==> config.mk <==
export PLATFORM = sky130hd
export DESIGN_NAME = hrpt_cell
export DESIGN_NICKNAME = d
export VERILOG_FILES = /design/src/design/hrpt_pkg.sv /design/src/design/hrpt_cell.sv
export SDC_FILE = /design/constraint.sdc
export NUM_CORES = 1
export LEC_CHECK = 0
export BUFFER_PORTS_ARGS = -buffer_cell sky130_fd_sc_hd__buf_2
export CORE_AREA = 2 2 163 165
export CTS_CLUSTER_DIAMETER = 30
export DETAILED_ROUTE_END_ITERATION = 6
export DIE_AREA = 0 0 165 167
export GPL_ROUTABILITY_DRIVEN = 0
export GPL_TIMING_DRIVEN = 0
export MAX_ROUTING_LAYER = met4
export PLACE_DENSITY = 0.69
export SYNTH_ARGS = -nofsm -noshare
export SYNTH_HDL_FRONTEND = slang
export SYNTH_SLANG_ARGS = --single-unit
==> constraint.sdc <==
create_clock -name clk -period 2.8 [get_ports clk]
set_input_delay 0.56 -clock clk [delete_from_list [all_inputs] [get_ports clk]]
set_output_delay 0.56 -clock clk [all_outputs]
set_load 0.01 [all_outputs]
==> src/design/hrpt_pkg.sv <==
// Shared types and codes for the hash range partition table.
// Depends on nothing; imported by hrpt_cell, the top level and both testbench files.
package hrpt_pkg;

	typedef enum logic [1:0] {
		CMD_ADD    = 2'd0,
		CMD_LOOKUP = 2'd1,
		CMD_RECORD = 2'd2
	} cmd_t;

	typedef enum logic [1:0] {
		STAT_OK        = 2'd0,
		STAT_DUP_ID    = 2'd1,
		STAT_FULL      = 2'd2,
		STAT_NOT_FOUND = 2'd3
	} status_t;

	localparam logic [31:0] HASH_TOP = 32'hFFFF_FFFF;
	localparam logic [31:0] KEYS_MAX = 32'hFFFF_FFFF;

	// One table entry: half-open range [range_lo, range_hi), owner and key count.
	typedef struct packed {
		logic [31:0] range_lo;
		logic [31:0] range_hi;
		logic [15:0] ident;
		logic [31:0] keys;
	} entry_t;

	// Broadcast from the sequencer to every cell.
	typedef struct packed {
		logic        first;
		logic        split;
		logic        bump;
		logic [31:0] probe;
		logic [15:0] ident;
		logic [31:0] mid;
		logic [31:0] high;
	} cell_ctl_t;

endpackage

==> src/design/hrpt_cell.sv <==
// One table cell: holds an entry, matches it against the probe hash and id,
// passes the running key maximum and shifted entries to the next cell. Uses hrpt_pkg.
module hrpt_cell #(
	parameter int INDEX = 0,
	parameter int IDX_W = 4,
	parameter int CNT_W = 5
) (
	input  logic                clk,
	input  logic                arst_n,
	input  hrpt_pkg::cell_ctl_t ctl,
	input  logic [IDX_W-1:0]    pick,
	input  logic [CNT_W-1:0]    count,
	input  hrpt_pkg::entry_t    left_entry,
	input  logic [31:0]         left_best_keys,
	input  logic [IDX_W-1:0]    left_best_idx,
	output hrpt_pkg::entry_t    entry,
	output logic [31:0]         best_keys,
	output logic [IDX_W-1:0]    best_idx,
	output logic                hit,
	output logic                dup
);
	import hrpt_pkg::*;

	entry_t            ent_q;
	logic [31:0]       best_keys_q;
	logic [IDX_W-1:0]  best_idx_q;
	logic              active;
	logic [IDX_W:0]    pos;
	logic [IDX_W:0]    me;

	assign active = CNT_W'(INDEX) < count;
	assign hit    = active && (ent_q.range_lo <= ctl.probe) && (ctl.probe < ent_q.range_hi);
	assign dup    = active && (ent_q.ident == ctl.ident);
	assign pos    = {1'b0, pick} + (IDX_W+1)'(1);
	assign me     = (IDX_W+1)'(INDEX);

	// Running maximum; strict compare keeps the earliest entry on ties.
	always_ff @(posedge clk or negedge arst_n) begin
		if (!arst_n) begin
			best_keys_q <= '0;
			best_idx_q  <= '0;
		end else if (active && (ent_q.keys > left_best_keys)) begin
			best_keys_q <= ent_q.keys;
			best_idx_q  <= IDX_W'(INDEX);
		end else begin
			best_keys_q <= left_best_keys;
			best_idx_q  <= left_best_idx;
		end
	end

	always_ff @(posedge clk) begin
		if (ctl.first && (INDEX == 0)) begin
			ent_q <= '{range_lo: 32'd0, range_hi: HASH_TOP, ident: ctl.ident, keys: 32'd0};
		end else if (ctl.split) begin
			if (me == {1'b0, pick}) begin
				ent_q.range_hi <= ctl.mid;
			end else if (me == pos) begin
				ent_q <= '{range_lo: ctl.mid, range_hi: ctl.high, ident: ctl.ident, keys: 32'd0};
			end else if (me > pos) begin
				ent_q <= left_entry;
			end
		end else if (ctl.bump && hit && (ent_q.keys != KEYS_MAX)) begin
			ent_q.keys <= ent_q.keys + 32'd1;
		end
	end

	assign entry     = ent_q;
	assign best_keys = best_keys_q;
	assign best_idx  = best_idx_q;

endmodule

==> results.toml, run 1 <==
[floorplan]
ios = 424
dieHeight_um = 167
die_w_um = 165
core_area_mm2 = 0.0258
rows = 59
initial_core_util = 0.384
die_area_mm2 = 0.0276

[global_routing]
grtUsageTotal = 0.292
grt_pass1_wl_mm = 59.7
grt_pass1_vias = 11100
grt_overflow = 0
grt_max_degree = 37
antenna_found_initial = 10

[worst_setup_path]
max_stage_delay_ps = 390
cp-start-kind = "flip-flop"
reg2regPathDepth = 13
r2r_start = "entry[83]"
crit_arrival_ps = 2470
cp-end-kind = "output port"
reg2reg_slack_ps = -140
cp.required_ps = 2240
path_cells = "ha_1 -> nand4_1 -> nor4_4 -> nand2b_4 -> a31oi_4 -> nor4_4 -> buf_2"
critPathKind = "flip-flop to output port"
critPathSlowestCell = "nor4_4"
cp_max_fo = 3
crit_top_cell = "nor4_4"
rr_endpoint = "entry[4]"

[final_layout]
final_nets = 2059
synthToLayoutAreaGrowth_pct = 45.4
finalInstanceArea_mm2 = 0.0144
drive_above_1_share = 0.401

[yosys]
synth_nets = 1563
synth_ff_type = "dfxtp_1"
async_reset_ff_frac = 0.243
seq_area_frac_synth = 0.334
ys_warn_count = 0
synth_cells = 1191
avgSynthCellArea_um2 = 8.30
synth_edf_count = 16
netlist_area_mm2 = 0.00989
yosysUniqueCellTypes = 60
synth-seq-cells = 148

[timing]
clock_skew_ps = 18.9
setup_viol = 54
tightest_slew_ps = 1000
finalCritPeriodShare = 1.08
max-slew-margin-rel = 0.329
slew_violations = 0
post-route-min-period_ps = 3030
fin_ws_ps = -227
rsz0062_at_grt = "true"
fmax_mhz = 330
fin_setup_tns_ps = -4040
hold_violations = 0

[routing]
firstDrtPassIters = 6
drtIter0Drc = 772
drtAntennaViolNets = 0
vias = 11100
wl_per_cell_um = 19.8
routed_wl_mm = 40.6
vias_per_cell = 5.43
drc_errors = 0

[placement]
placed_cell_area_mm2 = 0.0125
port_buffers = 423
dp_hpwl_mm = 31.3

[hold_path]
min_path_type = "input port to asynchronous set/reset pin"

[clock_tree]
cts_max_path_buffers = 2
cts_max_level = 4
cts_sinks = 148
clock_tree.root_cell = "clkbuf_16"
clk_pin_slew_ps = 70
cts_tree = "yes"
cts_buffers = 17
clk_latency_ps = 440
postCtsHoldBufs = 0

[power_and_ir_drop]
power_mw = 6.19
leakage_nw = 7.46
irDropWorstVdd_v = 0.000288
powerDensity_mw_per_mm2 = 430

[run_status]
status = "finished, violations left"
violations = "setup timing"

[job]
drv_cap = 0
-- critical path: cells and delay by family (launching register included) --
kind                       cells  cell delay, ps
and+or+nand+nor                4            1130
DFF                            1             340
adders and majority gates      1             330
buffers and inverters          1             190
AOI/OAI and AO/OA              1              40
-- where the power goes --
group          internal [mW]  switching, mW
clock                   1.16           1.07
sequential              2.30          0.128
combinational          0.735          0.801
total                   4.19           1.99
-- per-stage QoR --
| step | setup WS (ps) | util | hold slack (ps) | cells |
|---|---|---|---|---|
| 6_report | -227 | 0.558 | 226 | 2047 |
| 3_3_place_gp | -1000 | 0.485 | 495 | 1949 |
| 4_1_cts | -271 | 0.542 | 250 | 2020 |
| 2_1_floorplan | -317 | - | 264 | 1191 |
| 5_1_grt | -343 | 0.558 | 285 | 2045 |
| 3_5_place_dp | -1040 | 0.485 | 506 | 1949 |
-- how the worst max path moves through the flow --
stage / start / to / slack, ps / cells after the start
2_1_floorplan: left_best_keys[5] / best_keys[10] / -320 / 9
3_3_place_gp: left_best_keys[5] / best_keys[16] / -1000 / 10
3_5_place_dp: left_best_keys[5] / best_keys[16] / -1040 / 10
4_1_cts: entry[77] / hit / -270 / 8
5_1_grt: entry[80] / hit / -340 / 8
6_report: entry[83] / hit / -230 / 7
-- cells in the mapped netlist, types with 3 or more instances --
| cell type | n | share of area |
|---|---|---|
| nand4_1 | 26 | 0.016 |
| dfrtp_1 | 36 | 0.091 |
| and3_1 | 39 | 0.025 |
| a21o_1 | 9 | 0.0068 |
| mux2_4 | 20 | 0.030 |
| ha_1 | 98 | 0.12 |
| o31ai_1 | 9 | 0.0068 |
| nand3_1 | 32 | 0.016 |
| mux2_2 | 22 | 0.025 |
| or4_1 | 4 | 0.0030 |
| mux2i_1 | 28 | 0.028 |
| nand2_1 | 218 | 0.083 |
| or3_1 | 3 | 0.0019 |
| o311ai_0 | 33 | 0.029 |
| o21ai_0 | 40 | 0.020 |
| xor2_1 | 19 | 0.017 |
| buf_6 | 4 | 0.0046 |
| o211ai_1 | 5 | 0.0038 |
| edfxtp_1 | 16 | 0.049 |
| dfxtp_1 | 96 | 0.19 |
| a311oi_1 | 34 | 0.030 |
| nor2_1 | 102 | 0.039 |
| inv_1 | 107 | 0.041 |
| o21a_1 | 3 | 0.0023 |
| a21oi_1 | 40 | 0.020 |
| buf_1 | 6 | 0.0023 |
| xnor2_1 | 12 | 0.011 |
| nand2b_1 | 4 | 0.0025 |
| nor2b_1 | 3 | 0.0019 |
| a211oi_1 | 6 | 0.0046 |
| a221oi_1 | 4 | 0.0035 |
| and2_1 | 6 | 0.0038 |
| nor3_1 | 11 | 0.0056 |
| nor4_1 | 10 | 0.0063 |
| clkbuf_1 | 52 | 0.020 |
-- what timing repair did --
item,CTS,global route
gates resized for setup,118,73
gates cloned,6,0
buffers inserted,34,18
pin swaps,23,22
setup endpoints to repair,111,107
-- per-layer routing --
layer  part of all wire  routed length (um)  vias up  GRT usage
met5                  0                   0        -          -
met4              0.044                1790        0      0.141
met3              0.083                3350       92     0.0486
met2               0.51               20500      588      0.499
met1               0.37               14900     5213      0.328
li1                   -                   -     5216          -
-- sequential cells by signal (all words and copies together) (netlist names) --
name,flops
entry,112
best_keys,32
best_idx,4
-- cell usage in the layout (no fill, tap or decap), drive strengths merged, types with 16 or more instances in the layout --
cell | netlist | final
o21ai | 42 | 42
a21oi | 40 | 40
and3 | 39 | 39
inv | 107 | 113
clkbuf | 52 | 68
dfrtp | 36 | 36
a311oi | 34 | 34
mux2 | 43 | 43
nand3 | 32 | 32
ha | 98 | 98
nor2 | 102 | 102
mux2i | 28 | 28
dfxtp | 96 | 96
nand4 | 26 | 26
xor2 | 19 | 19
o311ai | 33 | 33
nand2 | 218 | 218
edfxtp | 16 | 16
buf | 13 | 492
-- final cells by class --
class,instances,area [um2]
fill,2357,11400
multi-input combinational,871,6550
sequential,148,3350
timing repair buffer,479,2720
clock buffer,18,429
tap,335,419
inverter,107,417
buffer,63,335
clock inverter,14,121
antenna,12,30.0
-- cell families after synthesis --
group | count (synthesis) | share of synthesized area
AND/OR/NAND/NOR | 465 | 0.210
AO/OA/AOI/OAI | 206 | 0.150
buffers and inverters | 172 | 0.0692
flip-flops | 148 | 0.334
adder cells (fa/ha/maj) | 98 | 0.124
multiplexers | 71 | 0.0849
XOR/XNOR | 31 | 0.0275
Power figures use the tool's default switching activity.
==> run 2: changes to the inputs <==
REMOVE_ABC_BUFFERS = 1   (was default)
==> run 2 against run 1 <==
Effect of this change:
- the flow still finishes with violations (setup timing)
- sequential share of layout area up 0.59 points
- register-to-register slack got worse by 80 ps
- via count down 3.9%
- combinational power down 6%
- wire length down 8.3%
- critical path depth stayed put
- die area unchanged
- core utilization fell by 1.2 points
- design area fell by 2.2%
- maximum frequency barely moved
- final cell count down 3.3%
- largest cell class unchanged
- highest routed layer unchanged
==> results.toml, run 2 (synthesized netlist as in run 1, its figures left out) <==
[timing]
rsz0062_at_grt = "true"
clock_skew_ps = 13.1
post-route-min-period_ps = 3030
fin_ws_ps = -227
hold-worst-slack_ps = 232
tightest_slew_ps = 927
fin_setup_tns_ps = -8410
finalCritPeriodShare = 1.08
setup_viol = 60
max-slew-margin-rel = 0.382
fmax_mhz = 330
slew_violations = 0
hold_violations = 0

[routing]
wl_per_cell_um = 18.8
drtIter0Drc = 638
drc_errors = 0
vias = 10700
vias_per_cell = 5.40
routed_wl_mm = 37.2
drtAntennaViolNets = 0
firstDrtPassIters = 5

[global_routing]
gr-usage-met1 = 0.314
busiest_layer = "met2"
grtUsageTotal = 0.265
grt_pass1_vias = 10400
use_met2 = 0.453
grt_pass1_wl_mm = 55.6
grt_max_degree = 73
met3_usage = 0.0498
antenna_found_initial = 4
grt_overflow = 0

[worst_setup_path]
cp-start-kind = "flip-flop"
critPathSlowestCell = "nor4_4"
crit_top_cell = "nor4_4"
max_stage_delay_ps = 430
critPathKind = "flip-flop to output port"
cp-end-kind = "output port"
cp_max_fo = 3
path_cells = "ha_4 -> nand4_1 -> nor4_4 -> nand2b_4 -> a31oi_4 -> nor4_4 -> buf_4"
crit_arrival_ps = 2470
cp.required_ps = 2240

[final_layout]
final_nets = 1999
largest_reg_flops = 112
final_cell_mix = "buf_2 (421), nand2_1 (216), inv_1 (103)"
seqCellArea_mm2 = 0.00336
drive_above_1_share = 0.399
fillers = 2362
final_common_cell = "buf_2"
stdcell_count = 1979
synthToLayoutAreaGrowth_pct = 42.1
multi_input_area_mm2 = 0.00646

[power_and_ir_drop]
combPwrFrac = 0.229
irDropWorstVdd_v = 0.000284
clkPwrFrac = 0.384
p_seq_frac = 0.386
power_mw = 6.26
leakage_nw = 7.35
switching_share = 0.304
powerDensity_mw_per_mm2 = 445
p_switching_mw = 1.90
p_int_mw = 4.36

[clock_tree]
cts_sinks = 148
clock_tree.root_cell = "clkbuf_16"
cts_tree = "yes"
clk_pin_slew_ps = 70
clk_latency_ps = 430
cts_buffers = 17
cts_max_level = 4
cts_max_path_buffers = 2

[placement]
dp_hpwl_mm = 26.7
port_buffers = 423
dp_cells = 1894

[floorplan]
core_area_mm2 = 0.0258
die_w_um = 165
die_area_mm2 = 0.0276
initial_core_util = 0.384
dieHeight_um = 167
rows = 59
ios = 424

[run_status]
violations = "setup timing"
status = "finished, violations left"

[hold_path]
min_path_type = "input port to asynchronous set/reset pin"

[job]
drv_cap = 0
==> run 2: metal layers <==
metal | vias up | share of wire
met5 | - | 0
met4 | 0 | 0.025
met3 | 74 | 0.075
met2 | 507 | 0.50
met1 | 5009 | 0.40
li1 | 5090 | -
==> run 2: repair_timing <==
item                                    4_1_cts  5_1_grt
resized for setup                           102       48
pin swaps                                    26       23
endpoints found under the setup margin       86       85
hold buffers                                  0        0
buffers inserted                             33       12
cloned                                        4        1
==> run 2: cell type report <==
cell class	instances	area share
multi-input combinational	871	0.459
sequential	148	0.239
timing repair buffer	481	0.200
clock buffer	18	0.0320
tap	335	0.0298
inverter	107	0.0286
clock inverter	14	0.0104
antenna	4	0.000712
timing repair inverter	1	0.000356
==> run 2: through the flow <==
| step | util | instance area (um2) | setup slack, ps |
|---|---|---|---|
| CTS | 0.533 | 13700 | -158 |
| global placement | 0.471 | 12100 | -5080 |
| finish | 0.546 | 14100 | -227 |
| detailed placement | 0.480 | 12400 | -1530 |
| floorplan | - | 9610 | -2590 |
| global route | 0.545 | 14100 | -338 |
==> run 2: path summary, 6_finish.rpt <==
check / endpoint / slack (ps) / startpoint / depth (start not counted)
max: hit / -230 / entry[87] / 7
max reg2reg: entry[7] / -220 / entry[87] / 13
min in group clk: best_idx[3] / 360 / left_best_idx[3] / 2
min: best_keys[3] / 230 / arst_n / 1
min reg2reg: entry[65] / 500 / entry[65] / 2
max in group asynchronous: best_keys[25] / 2010 / arst_n / 1
==> run 2: critical path: cells and delay by family, from the launching register on <==
family	cells	cell delay (ps)
and+or+nand+nor	4	1180
DFF	1	340
adders and majority gates	1	270
buffers and inverters	1	190
AOI/OAI and AO/OA	1	50
==> run 2: power by group through the flow <==
stage	sequential [mW]	combinational, mW	clock [mW]
2_1_floorplan	2.50	0.573	0
3_3_place_gp	2.46	1.18	0
3_5_place_dp	2.46	1.21	0
4_1_cts	2.41	1.36	2.45
5_1_grt	2.44	1.57	2.52
6_report	2.42	1.44	2.41
==> run 3: changes to the inputs <==
ABC_AREA = 1   (was default)
CORE_AREA = 2 2 164 166   (was 2 2 163 165)
DIE_AREA = 0 0 166 168   (was 0 0 165 167)
PLACE_DENSITY = 0.7   (was 0.69)
==> run 3 against run 2 <==
Effect of this change:
- the run still ends with setup timing left
- wire length fell by 0.32%
- combinational power rose by 6%
- sequential share of layout area rose by 0.60 points
- critical endpoint unchanged
- largest cell class unchanged
==> results.toml, run 3 <==
[run_status]
status = "finished, violations left"
violations = "setup timing"

[timing]
fmax_mhz = 355
hold_violations = 0
clock_skew_ps = 27.5
finalCritPeriodShare = 1.00
fin_ws_ps = -13.1
post-route-min-period_ps = 2810
max-slew-margin-rel = 0.373
tightest_slew_ps = 935
fin_setup_tns_ps = -13.1
setup_viol = 1
rsz0062_at_grt = "true"
slew_violations = 0

[worst_setup_path]
r2r_start = "entry[109]"
reg2regPathDepth = 13
cp.required_ps = 2240
startpoint = "entry[109]"
crit_arrival_ps = 2250
max_stage_delay_ps = 340
timing.critical_path.to = "hit"
path_cells = "ha_4 -> nand2_4 -> nor2_4 -> nand4_1 -> nor3b_2 -> nand4_1 -> nand2_2 -> and2_4 -> buf_6"
cp_max_fo = 2
cp-end-kind = "output port"
cp-start-kind = "flip-flop"
critical_path.top_delay_family = "simple AND/OR/NAND/NOR gates"
critPathKind = "flip-flop to output port"
worstSetupPathDepth = 9
critPathSlowestCell = "dfxtp_2"
path_buf_inv = 1
reg2reg_slack_ps = 90
rr_endpoint = "entry[11]"
crit_top_cell = "nand4_1"

[yosys]
synth-seq-cells = 148
avgSynthCellArea_um2 = 6.87
synthTopCellsByCount = "nand2_1 (425), inv_1 (211), a21oi_1 (103)"
yosys.area.top_type = "dfxtp_1"
ys_warn_count = 0
seq_area_frac_synth = 0.321
async_reset_ff_frac = 0.243
ys_top_cells_by_area = "dfxtp_1 (19%), nand2_1 (16%), ha_1 (12%), dfrtp_1 (8.8%), inv_1 (7.7%)"
netlist_area_mm2 = 0.0103
yosysUniqueCellTypes = 48
synth_edf_count = 16
synth_cells = 1497
yosysMostFrequentCell = "nand2_1"
synth_ff_type = "dfxtp_1"
yosysTopAreaCellShare = 0.187

[power_and_ir_drop]
combPwrFrac = 0.244
clkPwrFrac = 0.358
p_switching_mw = 2.13
switching_share = 0.341
powerDensity_mw_per_mm2 = 463
power_mw = 6.25
leakage_nw = 7.40
p_int_mw = 4.12
p_seq_frac = 0.398
irDropWorstVdd_v = 0.000275

[final_layout]
fillers = 2611
final_common_cell = "buf_2"
final_util = 0.512
multi_input_area_mm2 = 0.00611
largest_reg_flops = 112
final_nets = 2257
synthToLayoutAreaGrowth_pct = 31.1
seqCellArea_mm2 = 0.00331
final_cell_mix = "buf_2 (422), nand2_1 (418), inv_1 (209)"
drive_above_1_share = 0.274

[placement]
port_buffers = 423
dp_hpwl_mm = 27.7

[routing]
vias_per_cell = 5.14
routed_wl_mm = 37.1
firstDrtPassIters = 5
drtIter0Drc = 709
vias = 11500
drc_errors = 0
drtAntennaViolNets = 0
wl_per_cell_um = 16.5

[job]
drv_cap = 0

[clock_tree]
cts_max_path_buffers = 2
cts_tree = "yes"
clk_pin_slew_ps = 80
cts_max_level = 4
clk_latency_ps = 430
clock_tree.root_cell = "clkbuf_16"
cts_sinks = 148
cts_buffers = 17

[global_routing]
grt_pass1_vias = 11200
grt_pass1_wl_mm = 57.5
grt_max_degree = 66
grtUsageTotal = 0.264
antenna_found_initial = 4
grt_overflow = 0

[hold_path]
min_path_type = "input port to asynchronous set/reset pin"

[floorplan]
core_area_mm2 = 0.0264
rows = 60
dieHeight_um = 168
die_area_mm2 = 0.0279
ios = 424
die_w_um = 166
initial_core_util = 0.391
## run 3: changes by cell type in the layout (fill, tap and decap cells not counted), moves of 30 or more
cell | previous run | this run
a21oi_1 | 37 | 102
a311oi_1 | 34 | 0
and3_1 | 38 | 2
buf_4 | 33 | 3
inv_1 | 103 | 209
nand2_1 | 216 | 418
nand3_1 | 32 | 72
o211ai_1 | 5 | 67
o21ai_0 | 33 | 84
o311ai_0 | 33 | 0
## run 3: cells by family (layout without fill, tap and decap cells)
group	count (synthesis)	after routing	share of synthesized area
AOI/OAI and AO/OA	284	284	0.162
xor gates and xnor gates	21	21	0.0179
adders and majority gates	98	98	0.119
buffers and inverters	282	679	0.106
DFF	148	148	0.321
muxes	10	10	0.0109
other	0	4	0
and+or+nand+nor	654	658	0.263
## run 3: worst min-delay path by stage
stage | slack [ps] | endpoint | cells past startpoint
6_report | 250 | best_idx[0] | 1
5_1_grt | 300 | best_idx[0] | 1
4_1_cts | 250 | best_idx[2] | 1
3_5_place_dp | 450 | entry[108] | 2
3_3_place_gp | 450 | entry[85] | 2
2_1_floorplan | 260 | best_idx[0] | 0
## run 3: per-layer routing
layer,part of all wire,vias up,track usage,wire length [um]
met5,0,-,-,0
met4,0.020,0,0.0726,737
met3,0.074,51,0.0618,2750
met2,0.49,477,0.457,18300
met1,0.41,5294,0.308,15300
li1,-,5697,-,-
## run 3: layout make-up
class,count,share of cell area
Multi-Input combinational cell,1071,0.453
Sequential cell,148,0.245
Clock inverter,13,0.00844
Timing Repair inverter,1,0.000556
Inverter,215,0.0606
Timing Repair Buffer,431,0.168
Antenna cell,4,0.000742
Clock buffer,19,0.0321
Tap cell,341,0.0316
## run 3: power by group through the flow
stage	Combinational, mW	Sequential (mW)	Clock [mW]
final	1.53	2.49	2.24
after global routing	1.72	2.51	2.36
after CTS	1.51	2.48	2.28
after detailed placement	1.47	2.53	0
after global placement	1.43	2.52	0
after floorplan	0.721	2.58	0
## run 3: per-stage QoR
stage | hold WS [ps] | instance area (um2) | worst slack, ps | instances
after global routing | 301 | 13500 | -156 | 2243
after global placement | 450 | 12600 | -3670 | 2194
after floorplan | 264 | 10000 | -1450 | 1430
final | 250 | 13500 | -13.1 | 2243
after detailed placement | 454 | 12700 | -916 | 2199
after CTS | 253 | 13400 | -139 | 2236
## run 3: worst reg2reg max path: cells and delay by family, from the launching register on
kind / cells / cell delay (ps)
buffers and inverters: 1 / 130
adder cells (fa/ha/maj): 1 / 280
flip-flops: 1 / 340
AND/OR/NAND/NOR: 11 / 1820
## run 3: repair_timing
item / 4_1_cts / 5_1_grt
gates cloned: 2 / 3
setup buffers: 3 / 0
hold buffers: 0 / 0
resized for setup: 24 / 13
endpoints found under the hold margin: 0 / 0
pin swaps: 13 / 8
setup endpoints to repair: 143 / 48
